===== src/sv/pps_pkg.sv =====
package pps_pkg;

  // default table size
  localparam int MAX_PROCS_DEF = 16;

  // field widths
  localparam int ID_W     = 8;
  localparam int TIME_W   = 32;
  localparam int PRIO_W   = 8;
  localparam int BURST_W  = 16;
  localparam int SUM_W    = 48;
  localparam int STATUS_W = 2;

  // stream payload widths
  localparam int IN_TDATA_W  = 64;
  localparam int OUT_TDATA_W = 208;

  // item kinds
  localparam logic OP_SUBMIT = 1'b0;
  localparam logic OP_TICK   = 1'b1;

  // result status codes
  localparam logic [STATUS_W-1:0] STATUS_OK         = 2'd0;
  localparam logic [STATUS_W-1:0] STATUS_FULL       = 2'd1;
  localparam logic [STATUS_W-1:0] STATUS_ZERO_BURST = 2'd2;

  // one process table entry
  typedef struct packed {
    logic [ID_W-1:0]    id;
    logic [TIME_W-1:0]  arrival;
    logic [BURST_W-1:0] burst;
    logic [BURST_W-1:0] remaining;
  } slot_t;

  // controller to datapath commands
  typedef struct packed {
    logic load_in;
    logic free_rd;
    logic commit;
    logic pend_rd;
    logic admit;
    logic run_rd;
    logic exec;
    logic fin_tat;
    logic fin_wt;
    logic out_load;
  } cmd_t;

  // datapath to controller status
  typedef struct packed {
    logic pend_empty;
    logic admit_ok;
    logic ready_empty;
    logic done_zero;
    logic out_free;
  } stat_t;

endpackage


===== src/sv/pps_dp.sv =====
module pps_dp #(
  parameter int MAX_PROCS = pps_pkg::MAX_PROCS_DEF
) (
  input  logic                                clk,
  input  logic                                rst,
  input  pps_pkg::cmd_t                       cmd,
  output pps_pkg::stat_t                      stat,
  input  logic [pps_pkg::IN_TDATA_W-1:0]      s_tdata,
  input  logic                                s_tuser,
  output logic [pps_pkg::OUT_TDATA_W-1:0]     m_tdata,
  output logic [1:0]                          m_tuser,
  output logic                                m_tvalid,
  input  logic                                m_tready
);

  localparam int IW = $clog2(MAX_PROCS);
  localparam int CW = $clog2(MAX_PROCS + 1);
  localparam logic [CW-1:0] N_C  = CW'(MAX_PROCS);
  localparam logic [IW:0]   N_W  = (IW + 1)'(MAX_PROCS);
  localparam logic [IW-1:0] LAST = IW'(MAX_PROCS - 1);
  localparam int PAD_W = pps_pkg::OUT_TDATA_W - 202;

  // latched input item
  logic                          in_op;
  logic [pps_pkg::ID_W-1:0]      in_id;
  logic [pps_pkg::TIME_W-1:0]    in_arr;
  logic [pps_pkg::PRIO_W-1:0]    in_prio;
  logic [pps_pkg::BURST_W-1:0]   in_burst;

  // counters and pointers
  logic [CW-1:0] used_cnt, fresh_cnt, pend_cnt, ready_cnt;
  logic [IW-1:0] free_head, free_tail, pend_head;
  logic [pps_pkg::TIME_W-1:0] cur_time;
  logic [pps_pkg::SUM_W-1:0]  sum_tat, sum_wt;
  logic [pps_pkg::STATUS_W-1:0] sub_status;
  logic ran_f, fin_f;

  // memories
  pps_pkg::slot_t             slot_mem [MAX_PROCS];
  logic [IW-1:0]              free_mem [MAX_PROCS];
  logic [IW-1:0]              pend_slot_mem [MAX_PROCS];
  logic [pps_pkg::TIME_W-1:0] pend_arr_mem [MAX_PROCS];
  logic [pps_pkg::PRIO_W-1:0] pend_prio_mem [MAX_PROCS];

  // registered read data and run registers
  pps_pkg::slot_t             slot_q;
  logic [IW-1:0]              free_q, pend_slot_q, run_slot;
  logic [pps_pkg::TIME_W-1:0] pend_arr_q, tat_q, wt_q;
  logic [pps_pkg::PRIO_W-1:0] pend_prio_q, run_prio;
  logic [pps_pkg::BURST_W-1:0] burst_q;
  logic [pps_pkg::ID_W-1:0]   id_q;

  // ready list, one cell per place, kept sorted by priority
  logic [IW-1:0]              rdy_slot [MAX_PROCS];
  logic [pps_pkg::PRIO_W-1:0] rdy_prio [MAX_PROCS];
  logic [IW-1:0]              ins_row_slot [MAX_PROCS];
  logic [pps_pkg::PRIO_W-1:0] ins_row_prio [MAX_PROCS];
  logic [MAX_PROCS-1:0]       gt;
  logic [IW-1:0]              ins_slot;
  logic [pps_pkg::PRIO_W-1:0] ins_prio;

  logic [IW:0]    tail_sum;
  logic [IW-1:0]  pend_tail, new_slot;
  logic           sub_ok, fresh_left;
  logic [pps_pkg::BURST_W-1:0] rem_new;
  logic           reinsert;
  logic [pps_pkg::SUM_W:0] tat_sum, wt_sum;

  // slot memory write port
  logic           slot_we;
  logic [IW-1:0]  slot_wa;
  pps_pkg::slot_t slot_wd;

  // pending fifo tail and slot choice
  assign tail_sum   = {1'b0, pend_head} + (IW + 1)'(pend_cnt);
  assign pend_tail  = (tail_sum >= N_W) ? IW'(tail_sum - N_W) : tail_sum[IW-1:0];
  assign fresh_left = (fresh_cnt < N_C);
  assign new_slot   = fresh_left ? fresh_cnt[IW-1:0] : free_q;
  assign sub_ok     = (sub_status == pps_pkg::STATUS_OK);
  assign rem_new    = slot_q.remaining - 1'b1;
  assign reinsert   = cmd.exec && (rem_new != '0);

  // saturating total sums
  assign tat_sum = {1'b0, sum_tat} + (pps_pkg::SUM_W + 1)'(tat_q);
  assign wt_sum  = {1'b0, sum_wt} + (pps_pkg::SUM_W + 1)'(wt_q);

  function automatic logic [IW-1:0] ptr_inc(input logic [IW-1:0] p);
    return (p == LAST) ? '0 : IW'(p + 1'b1);
  endfunction

  // status to controller
  assign stat.pend_empty  = (pend_cnt == '0);
  assign stat.admit_ok    = (pend_arr_q <= cur_time);
  assign stat.ready_empty = (ready_cnt == '0);
  assign stat.done_zero   = (rem_new == '0);
  assign stat.out_free    = !m_tvalid || m_tready;

  // sorted insert: entries of greater priority move up one place
  assign ins_slot = cmd.admit ? pend_slot_q : run_slot;
  assign ins_prio = cmd.admit ? pend_prio_q : run_prio;

  always_comb begin
    for (int k = 0; k < MAX_PROCS; k++) begin
      gt[k] = (CW'(k) >= ready_cnt) || (rdy_prio[k] > ins_prio);
    end
    ins_row_slot[0] = gt[0] ? ins_slot : rdy_slot[0];
    ins_row_prio[0] = gt[0] ? ins_prio : rdy_prio[0];
    for (int k = 1; k < MAX_PROCS; k++) begin
      if (!gt[k]) begin
        ins_row_slot[k] = rdy_slot[k];
        ins_row_prio[k] = rdy_prio[k];
      end else if (!gt[k-1]) begin
        ins_row_slot[k] = ins_slot;
        ins_row_prio[k] = ins_prio;
      end else begin
        ins_row_slot[k] = rdy_slot[k-1];
        ins_row_prio[k] = rdy_prio[k-1];
      end
    end
  end

  // ready list cells
  always_ff @(posedge clk) begin
    if (cmd.admit || reinsert) begin
      for (int k = 0; k < MAX_PROCS; k++) begin
        rdy_slot[k] <= ins_row_slot[k];
        rdy_prio[k] <= ins_row_prio[k];
      end
    end else if (cmd.run_rd) begin
      for (int k = 0; k < MAX_PROCS - 1; k++) begin
        rdy_slot[k] <= rdy_slot[k+1];
        rdy_prio[k] <= rdy_prio[k+1];
      end
    end
  end

  // slot memory write select
  always_comb begin
    slot_we = 1'b0;
    slot_wa = run_slot;
    slot_wd = slot_q;
    slot_wd.remaining = rem_new;
    if (cmd.commit && sub_ok) begin
      slot_we = 1'b1;
      slot_wa = new_slot;
      slot_wd = '{id: in_id, arrival: in_arr, burst: in_burst, remaining: in_burst};
    end else if (cmd.exec) begin
      slot_we = 1'b1;
    end
  end

  // control counters
  always_ff @(posedge clk) begin
    if (rst) begin
      used_cnt   <= '0;
      fresh_cnt  <= '0;
      pend_cnt   <= '0;
      ready_cnt  <= '0;
      free_head  <= '0;
      free_tail  <= '0;
      pend_head  <= '0;
      cur_time   <= '0;
      sum_tat    <= '0;
      sum_wt     <= '0;
      m_tvalid   <= 1'b0;
      ran_f      <= 1'b0;
      fin_f      <= 1'b0;
      sub_status <= pps_pkg::STATUS_OK;
    end else begin
      if (m_tvalid && m_tready && !cmd.out_load) m_tvalid <= 1'b0;
      if (cmd.load_in) begin
        ran_f <= 1'b0;
        fin_f <= 1'b0;
      end
      if (cmd.free_rd) begin
        if (in_burst == '0) sub_status <= pps_pkg::STATUS_ZERO_BURST;
        else if (used_cnt == N_C) sub_status <= pps_pkg::STATUS_FULL;
        else sub_status <= pps_pkg::STATUS_OK;
      end
      if (cmd.commit && sub_ok) begin
        used_cnt <= used_cnt + 1'b1;
        pend_cnt <= pend_cnt + 1'b1;
        if (fresh_left) fresh_cnt <= fresh_cnt + 1'b1;
        else free_head <= ptr_inc(free_head);
      end
      if (cmd.admit) begin
        pend_head <= ptr_inc(pend_head);
        pend_cnt  <= pend_cnt - 1'b1;
        ready_cnt <= ready_cnt + 1'b1;
      end
      if (cmd.run_rd) begin
        ready_cnt <= ready_cnt - 1'b1;
        ran_f     <= 1'b1;
      end
      if (cmd.exec) begin
        if (rem_new == '0) begin
          fin_f     <= 1'b1;
          free_tail <= ptr_inc(free_tail);
          used_cnt  <= used_cnt - 1'b1;
        end else begin
          ready_cnt <= ready_cnt + 1'b1;
        end
      end
      if (cmd.fin_tat) sum_tat <= tat_sum[pps_pkg::SUM_W] ? '1 : tat_sum[pps_pkg::SUM_W-1:0];
      if (cmd.fin_wt) sum_wt <= wt_sum[pps_pkg::SUM_W] ? '1 : wt_sum[pps_pkg::SUM_W-1:0];
      if (cmd.out_load) begin
        m_tvalid <= 1'b1;
        if (in_op == pps_pkg::OP_TICK) cur_time <= cur_time + 1'b1;
      end
    end
  end

  // memories, read data and payload registers
  always_ff @(posedge clk) begin
    if (cmd.load_in) begin
      in_op    <= s_tuser;
      in_id    <= s_tdata[7:0];
      in_arr   <= s_tdata[39:8];
      in_prio  <= s_tdata[47:40];
      in_burst <= s_tdata[63:48];
    end
    if (cmd.free_rd) free_q <= free_mem[free_head];
    if (slot_we) slot_mem[slot_wa] <= slot_wd;
    if (cmd.commit && sub_ok) begin
      pend_slot_mem[pend_tail] <= new_slot;
      pend_arr_mem[pend_tail]  <= in_arr;
      pend_prio_mem[pend_tail] <= in_prio;
    end
    if (cmd.pend_rd) begin
      pend_slot_q <= pend_slot_mem[pend_head];
      pend_arr_q  <= pend_arr_mem[pend_head];
      pend_prio_q <= pend_prio_mem[pend_head];
    end
    if (cmd.run_rd) begin
      slot_q   <= slot_mem[rdy_slot[0]];
      run_slot <= rdy_slot[0];
      run_prio <= rdy_prio[0];
    end
    if (cmd.exec) begin
      if (rem_new == '0) free_mem[free_tail] <= run_slot;
      tat_q   <= cur_time - slot_q.arrival + 1'b1;
      burst_q <= slot_q.burst;
      id_q    <= slot_q.id;
    end
    if (cmd.fin_tat) wt_q <= tat_q - pps_pkg::TIME_W'(burst_q);
    if (cmd.out_load) begin
      m_tdata <= {{PAD_W{1'b0}}, sum_wt, sum_tat,
                  fin_f ? wt_q : '0,
                  fin_f ? tat_q : '0,
                  fin_f ? cur_time : '0,
                  ran_f ? id_q : '0,
                  (in_op == pps_pkg::OP_SUBMIT) ? sub_status : pps_pkg::STATUS_OK};
      m_tuser <= {fin_f, ran_f};
    end
  end

endmodule


===== src/sv/pps_ctrl.sv =====
module pps_ctrl (
  input  logic           clk,
  input  logic           rst,
  input  logic           s_tvalid,
  input  logic           op,
  input  pps_pkg::stat_t stat,
  output pps_pkg::cmd_t  cmd,
  output logic           s_tready
);

  localparam logic [3:0] S_IDLE    = 4'd0;
  localparam logic [3:0] S_SUB_RD  = 4'd1;
  localparam logic [3:0] S_SUB_WR  = 4'd2;
  localparam logic [3:0] S_ADM_RD  = 4'd3;
  localparam logic [3:0] S_ADM_CHK = 4'd4;
  localparam logic [3:0] S_RUN     = 4'd5;
  localparam logic [3:0] S_EXEC    = 4'd6;
  localparam logic [3:0] S_FIN_TAT = 4'd7;
  localparam logic [3:0] S_FIN_WT  = 4'd8;
  localparam logic [3:0] S_OUT     = 4'd9;

  logic [3:0] state, state_next;

  assign s_tready = (state == S_IDLE);

  // next state and commands
  always_comb begin
    state_next = state;
    cmd = '0;
    unique case (state)
      S_IDLE: begin
        if (s_tvalid) begin
          cmd.load_in = 1'b1;
          state_next = (op == pps_pkg::OP_SUBMIT) ? S_SUB_RD : S_ADM_RD;
        end
      end
      S_SUB_RD: begin
        cmd.free_rd = 1'b1;
        state_next = S_SUB_WR;
      end
      S_SUB_WR: begin
        cmd.commit = 1'b1;
        state_next = S_OUT;
      end
      S_ADM_RD: begin
        if (stat.pend_empty) begin
          state_next = S_RUN;
        end else begin
          cmd.pend_rd = 1'b1;
          state_next = S_ADM_CHK;
        end
      end
      S_ADM_CHK: begin
        if (stat.admit_ok) begin
          cmd.admit = 1'b1;
          state_next = S_ADM_RD;
        end else begin
          state_next = S_RUN;
        end
      end
      S_RUN: begin
        if (stat.ready_empty) begin
          state_next = S_OUT;
        end else begin
          cmd.run_rd = 1'b1;
          state_next = S_EXEC;
        end
      end
      S_EXEC: begin
        cmd.exec = 1'b1;
        state_next = stat.done_zero ? S_FIN_TAT : S_OUT;
      end
      S_FIN_TAT: begin
        cmd.fin_tat = 1'b1;
        state_next = S_FIN_WT;
      end
      S_FIN_WT: begin
        cmd.fin_wt = 1'b1;
        state_next = S_OUT;
      end
      S_OUT: begin
        if (stat.out_free) begin
          cmd.out_load = 1'b1;
          state_next = S_IDLE;
        end
      end
      default: state_next = S_IDLE;
    endcase
  end

  // state register
  always_ff @(posedge clk) begin
    if (rst) state <= S_IDLE;
    else state <= state_next;
  end

endmodule


===== src/sv/preemptive_priority_scheduler.sv =====
// Preemptive priority scheduler. Each input item is either a process submission
// (tuser 0) or a time tick (tuser 1); each gives exactly one result item. A submit
// checks the item and reads the free slot list, then writes the table and pending fifo,
// and then its result is registered. A tick admits pending processes into the ready
// list in submission order, one pending fifo read and one sorted insert per process,
// and stops at the first pending head that has not yet arrived; it then runs the head
// of the ready list, if any, and on completion adds its times to the totals before the
// result is registered. Items are taken one at a time, and the next item is accepted
// as soon as the result has been registered; a stalled result holds the block until it
// is taken. Submissions with a zero burst or a full table are flagged in status and
// change nothing; running totals saturate.
module preemptive_priority_scheduler #(
  parameter int MAX_PROCS = pps_pkg::MAX_PROCS_DEF
) (
  input  logic                            clk,
  input  logic                            rst,
  input  logic                            s_tvalid,
  output logic                            s_tready,
  // proc_id[7:0], arrival_time[39:8], priority_level[47:40], burst_length[63:48]
  input  logic [pps_pkg::IN_TDATA_W-1:0]  s_tdata,
  // opcode
  input  logic                            s_tuser,
  output logic                            m_tvalid,
  input  logic                            m_tready,
  // status[1:0], ran_id[9:2], finish_time[41:10], turnaround_time[73:42],
  // waiting_time[105:74], total_turnaround[153:106], total_waiting[201:154]
  output logic [pps_pkg::OUT_TDATA_W-1:0] m_tdata,
  // ran_valid[0], finished[1]
  output logic [1:0]                      m_tuser
);

  pps_pkg::cmd_t  cmd;
  pps_pkg::stat_t stat;

  // sequencer
  pps_ctrl u_ctrl (
    .clk      (clk),
    .rst      (rst),
    .s_tvalid (s_tvalid),
    .op       (s_tuser),
    .stat     (stat),
    .cmd      (cmd),
    .s_tready (s_tready)
  );

  // tables, lists and arithmetic
  pps_dp #(.MAX_PROCS(MAX_PROCS)) u_dp (
    .clk      (clk),
    .rst      (rst),
    .cmd      (cmd),
    .stat     (stat),
    .s_tdata  (s_tdata),
    .s_tuser  (s_tuser),
    .m_tdata  (m_tdata),
    .m_tuser  (m_tuser),
    .m_tvalid (m_tvalid),
    .m_tready (m_tready)
  );

  // a completion is always reported on a tick that ran a process
  a_fin_ran: assert property (@(posedge clk) disable iff (rst)
    m_tvalid && m_tuser[1] |-> m_tuser[0])
    else $error("finished without ran_valid");

  // a flagged submit never reports a run
  a_flag_norun: assert property (@(posedge clk) disable iff (rst)
    m_tvalid && (m_tdata[1:0] != pps_pkg::STATUS_OK) |-> !m_tuser[0])
    else $error("flagged submit reports a run");

  // one item at a time: input closes after acceptance
  a_one_item: assert property (@(posedge clk) disable iff (rst)
    s_tvalid && s_tready |=> !s_tready)
    else $error("input still open after acceptance");

endmodule


===== config.mk =====
export PLATFORM = sky130hd
export DESIGN_NAME = preemptive_priority_scheduler
export DESIGN_NICKNAME = d
export VERILOG_FILES = /design/src/sv/pps_pkg.sv /design/src/sv/pps_dp.sv /design/src/sv/pps_ctrl.sv /design/src/sv/preemptive_priority_scheduler.sv
export SDC_FILE = /design/constraint.sdc
export NUM_CORES = 2
export LEC_CHECK = 0
export BUFFER_PORTS_ARGS = -buffer_cell sky130_fd_sc_hd__buf_2
export CAP_MARGIN = 0
export CORE_MARGIN = 2
export CORE_UTILIZATION = 41
export CTS_CLUSTER_DIAMETER = 30
export DETAILED_ROUTE_END_ITERATION = 8
export GPL_TIMING_DRIVEN = 0
export REMOVE_ABC_BUFFERS = 1
export SYNTH_ARGS = -nofsm -noshare
export SYNTH_HDL_FRONTEND = slang
export SYNTH_SLANG_ARGS = --single-unit

===== constraint.sdc =====
create_clock -name clk -period 21.7 [get_ports clk]
set_input_delay 0 -clock clk [delete_from_list [all_inputs] [get_ports clk]]
set_output_delay 0 -clock clk [all_outputs]
set_load 0.005 [all_outputs]

* After elaboration in Yosys (flattened, before gate mapping) *
Memory sizes are Yosys's and may differ from the RTL's. A register that Yosys moved wholly into a read port is not among the register bits.
Index checks and enable logic that the tools add are counted.

cells by class
  $add $sub $neg = 19
  magnitude comparators = 35
  equality and inequality tests = 15
  multiplexer cells = 158
  bitwise gates (word level) = 31
  reduce and logical (&&, ||, !) cells = 40

operators by type and width
  cell                                                 count
  two-way mux 8 bit                                    47
  two-way mux 4 bit                                    57
  > comparator 8 bit                                   16
  adder 48 x 32 -> 49 bit                              2
  two-way mux 48 bit                                   2
  two-way mux 72 bit                                   1
  adder 32 x 1 -> 32 bit (second input constant)       2
  two-way mux 5 bit                                    9
  >= comparator 4 x 5 -> 1 bit (first input constant)  8
  two-way mux 1 bit                                    38
  case mux 4 bit (9 select lines)                      1
  less-or-equal comparator 32 bit                      1
  logical NOT 16 bit                                   2
  subtractor 32 x 16 -> 32 bit                         1
  subtractor 32 bit                                    1
  OR 1 bit                                             30
  adder 5 x 1 -> 5 bit (second input constant)         4
  == test 4 bit (second input constant)                5
  >= comparator 3 x 5 -> 1 bit (first input constant)  4
  logical OR 1 bit                                     18
  == test 4 x 3 -> 1 bit (second input constant)       4
  nonzero test 16 bit                                  1
  subtractor 16 x 1 -> 16 bit (second input constant)  1
  subtractor 5 x 1 -> 5 bit (second input constant)    3
  other kinds (22)                                     40

word-level totals
  register bits = 538
  memory bits (writable) = 2112
  output and inout bits = 212
  logic and storage cells = 336
  memories kept = 7

memory list
  memory              depth  width  read ports  clocked after memory_dff  wr ports  RTL line      text
  u_dp.slot_mem       16     72     1           1                         1         pps_dp.sv:39  pps_pkg::slot_t slot_mem [MAX_PROCS];
  u_dp.pend_arr_mem   16     32     1           1                         1         pps_dp.sv:42  logic [pps_pkg::TIME_W-1:0] pend_arr_mem [MAX_PROCS];
  u_dp.pend_prio_mem  16     8      1           1                         1         pps_dp.sv:43  logic [pps_pkg::PRIO_W-1:0] pend_prio_mem [MAX_PROCS];
  u_dp.rdy_prio       16     8      16          0                         16        pps_dp.sv:55  logic [pps_pkg::PRIO_W-1:0] rdy_prio [MAX_PROCS];
  u_dp.free_mem       16     4      1           1                         1         pps_dp.sv:40  logic [IW-1:0] free_mem [MAX_PROCS];
  u_dp.pend_slot_mem  16     4      1           1                         1         pps_dp.sv:41  logic [IW-1:0] pend_slot_mem [MAX_PROCS];
  +1 memories         -      -      -           -                         -         -

* Depth between registers and ports, before layout *
  depth in word-level cells = 9
  mapped depth = 26
  depth with buffers taken out = 23

* Hierarchy *
Synthesis repeated with hierarchy kept, for this count alone.

unflattened totals
  cells, all modules = 6593
  area, all modules = 115588.4 µm²

modules (own cells, without submodules)
  module    instances  cells an instance  area each (µm²)  sequential area each (µm²)
  pps_dp    1          6541               115219.3         81408.1
  pps_ctrl  1          52                 369.1            80.1

* Worst setup path after synthesis *
OpenSTA, ideal clock, no wires.

  path type = register to register
  start point = reg u_ctrl.state[3]
  end point = reg u_dp.cur_time[31] (netlist bit)
  setup time = 0.128 ns
  data arrival time = 12.713 ns
  setup slack = 8.859 ns
  cell stages (with the launch flop) = 14
  clock period less this slack = 12.841 ns
  cell sequence = dfxtp_1 -> clkbuf_1 -> nand2_1 -> nor2b_1 -> nand2_1 -> nor2_1 -> and3_1 -> clkbuf_1 -> and3_1 -> nor2b_1 -> and4_1 -> or3b_1 -> xnor2_1 -> nor2_1

RTL lines
  element                 RTL line        text
  start, declared         pps_ctrl.sv:22  logic [3:0] state, state_next;
  start signal, assigned  pps_ctrl.sv:94  else state <= state_next;
  end signal, assigned    pps_dp.sv:208   if (in_op == pps_pkg::OP_TICK) cur_time <= cur_time + 1'b1;
  end, declared           pps_dp.sv:33    logic [pps_pkg::TIME_W-1:0] cur_time;

==> reports/results.ini <==
[run_status]
status = completed

[floorplanning]
die_w_um = 535.4
ios = 281
fp.dieH_um = 535.4
core_area_um2 = 281600
rows = 195
initial_utilization_pct = 41.13
die-area_um2 = 286700

[critical_path]
path_delay_family = simple AND/OR/NAND/NOR gates
critPathMaxFanout = 25
start_kind = register
reg2reg_setup_slack_ps = 12620
cp.arrival_ps = 9670
worst-path-buf-inv = 3
cp_common_cell = nand2_1
r2r_cells = 22
cp_data_required_time_ps = 22290
reg2reg_from = u_dp.cur_time[21]
crit_type = reg2reg
path_cells = inv_1, ha_1, nand4_1, nor3_2, a221oi_1, a21oi_2, o31ai_1, nand2_1, clkinv_1, nand2_1, nand2_1, inv_1, ha_1, a21o_1, a21o_1, a21oi_1, nand2b_1, a21oi_1, a22o_1, o21ai_2, nand2_1, nand2_1
crit_path_end_kind = register
slowest_stage = inv_1
critPathMaxStageDelay_ps = 1130
rr_endpoint = u_dp.rdy_prio[0][48]

[routing]
routed_wl_um = 315100
drt_iter0_markers = 6486
wire_per_inst_um = 26.82
detail_route.first_pass.iterations = 6
ant_nets = 0
vias = 65590
vias_per_cell = 5.583
drc = 0

[timing]
post-route-min-period_ps = 9083
grt_setup_unrepaired = no
fin_ws_ps = 12620
clock_skew_ps = 68.89
hold_viol = 0
worst_pin_slew_ps = 1262
final_max_slew_viol_count = 0
fmax_mhz = 110.1
setup_violations = 0
slew_headroom_pct = 15.84
tns_ps = 0
fin_crit_sh_pct = 41.86

[flow_run]
drv_cap = 0

[global_routing]
grt_antenna_before_repair = 9
grt_pass1_wl_um = 455500
track_usage_pct = 21.63
grt_max_degree = 147
overflow = 0
grt_pass1_vias = 66390

[cts]
cts.clk_slew.worst_paths_ps = 50
clkSinkCount = 2770
cts_max_path_buffers = 4
tritoncts = yes
cts-root-buf = clkbuf_16
clock_latency_ps = 1020
numCtsBuffers = 544
cts_htree_levels = 6

[final_layout]
layout.nets = 7917
final_cells = 11750
drive_gt1_share_pct = 26.02
area_growth_pct = 26.10

[synth]
syn_inst = 6689
ys_seq_area_share_pct = 70.37
synth_top_flop_cell = edfxtp_1
async_flop_share_pct = 0
ys_ff_latch = 2770
netlist_area_um2 = 115800
synthDistinctLibCells = 96
yosysWarningCount = 0
avgSynthCellArea_um2 = 17.31
synth_edf_count = 2601

[hold_path]
holdPathEnd = u_ctrl.state[1]
hp-class = in2reg
holdPathStages = 4
holdCritStartpoint = s_tuser

[power]
power_leakage_nw = 50.45
p_per_area_nw_per_um2 = 106.5
ir_drop_mv = 0.07781

[placement]
portBuffers = 274
hpwl_um = 203800
dp_cells = 10610
place.gp.congestion = 0.8409
pre_cts_ws_ps = 12730

tightest hold or removal path, cell delays in order:
cell and delay [ps]:
dlygate4sd3_1 530, buf_2 180, a21oi_1 190, a311oi_1 100
cells by family after synthesis:
group / count (synthesis) / synth area share, %
adder cells (fa/ha/maj): 316 / 3.420
flip-flops: 2770 / 70.37
AND/OR/NAND/NOR: 1255 / 5.092
XOR/XNOR: 218 / 1.649
buffers and inverters: 482 / 1.700
multiplexers: 728 / 12.78
other: 1 / 0.003239
AO/OA/AOI/OAI: 919 / 4.981
layer usage:
metal  GRT usage (%)  wire length (um)  vias up
met5               0                 0        -
met4           8.210             11260        0
met3           3.736             21210      518
met2           35.02            151200     2495
met1           29.29            131400    34080
li1                -                 -    28500
power by group:
group	internal [mW]	switching, mW	total [mW]
Combinational	0.241	0.503	0.744
Clock	5.56	2.94	8.50
Sequential	6.18	0.123	6.30
Total	12.0	3.57	15.5
through the flow:
| stage | area, um^2 | utilization [%] | power (mW) | hold WS (ps) |
|---|---|---|---|---|
| 2_1_floorplan | 114500 | - | 6.762 | 69.07 |
| 4_1_cts | 146000 | 51.84 | 15.67 | 2.422 |
| 6_report | 146000 | 51.86 | 15.55 | 72.80 |
| 5_1_grt | 146000 | 51.86 | 16.00 | 89.81 |
| 3_5_place_dp | 125600 | 44.62 | 7.121 | 178.4 |
| 3_3_place_gp | 120500 | 42.81 | 7.099 | 177.9 |
timing repair:
action | CTS | global route
hold buffers | 135 | 0
setup buffers | 0 | 0
resized for setup | 0 | 0
endpoints found under the hold margin | 228 | 0
how the worst max path moves through the flow:
stage,startpoint,to,slack [ps],cells past startpoint
6_report,u_dp.cur_time[21],u_dp.rdy_prio[0][48],12620,22
2_1_floorplan,u_ctrl.state[0],u_dp.cur_time[31],8920,11
3_5_place_dp,u_dp.cur_time[21],u_dp.rdy_prio[0][109],12730,19
5_1_grt,u_dp.cur_time[21],u_dp.rdy_prio[0][2],12070,22
4_1_cts,u_dp.cur_time[21],u_dp.rdy_prio[0][48],12680,22
3_3_place_gp,u_ctrl.state[0],u_dp.cur_time[31],1190,11
layout by cell type (no fill, tap or decap), drive strengths merged, types with 37 or more instances in the layout:
master	synthesis	layout
a21o	73	73
a21oi	240	240
and2	128	128
and3	39	39
buf	97	488
bufinv	0	65
clkbuf	216	637
clkinv	1	199
clkinvlp	0	40
dfxtp	169	169
dlygate4sd3	0	134
edfxtp	2601	2601
ha	293	293
inv	168	224
mux2i	123	123
mux4	600	600
nand2	449	449
nand2b	37	37
nand3	63	63
nand4	41	41
nor2	314	314
nor3	65	65
o21ai	341	341
xnor2	143	143
xor2	75	75
synthesized netlist by cell type (16+ instances only):
library cell | instances | area [um^2]
nor2b_1 | 31 | 193.9
o21a_1 | 25 | 187.7
buf_4 | 17 | 127.6
nor2_1 | 313 | 1175
a22oi_1 | 16 | 120.1
a31oi_1 | 26 | 162.7
nand4_1 | 41 | 256.5
and2_1 | 127 | 794.5
mux4_2 | 600 | 13510
o21ai_1 | 97 | 485.5
nor3_1 | 63 | 315.3
edfxtp_1 | 2601 | 78100
a21oi_1 | 235 | 1176
inv_1 | 168 | 630.6
nand2b_1 | 36 | 225.2
nand2_1 | 449 | 1685
nand3_1 | 63 | 315.3
nor4_1 | 20 | 125.1
xor2_1 | 75 | 656.9
buf_1 | 57 | 214.0
a221o_1 | 23 | 230.2
o21ai_0 | 238 | 1191
a311oi_1 | 31 | 271.5
dfxtp_1 | 169 | 3383
clkbuf_1 | 216 | 810.8
ha_1 | 293 | 3666
or3_1 | 18 | 112.6
a21o_1 | 73 | 548.0
o21bai_1 | 17 | 127.6
and3_1 | 38 | 237.7
xnor2_1 | 143 | 1252
mux2i_1 | 123 | 1231
cell type report:
cell class              count  area [um^2]
clock inverters           359         4697
flip-flops and latches   2770        81510
well taps                3743         4683
fillers                 22270       135500
diodes                      7        17.52
repair buffers            622         7502
clock buffers             637        14280
multi-input cells        3442        32680
inverters                 169        651.9
flip-flops by register name, summed over array words and instances, names as in the netlist, 48 cells and up:
name                count
u_dp.slot_mem        1152
u_dp.pend_prio_mem    128
u_dp.free_mem          64
u_dp.pend_slot_mem     64
u_dp.slot_q            72
u_dp.m_tdata          202
u_dp.pend_arr_mem     512
u_dp.sum_wt            48
u_dp.rdy_slot          64
u_dp.rdy_prio         128
u_dp.sum_tat           48
Note: power is estimated with default switching activity, not from simulation.
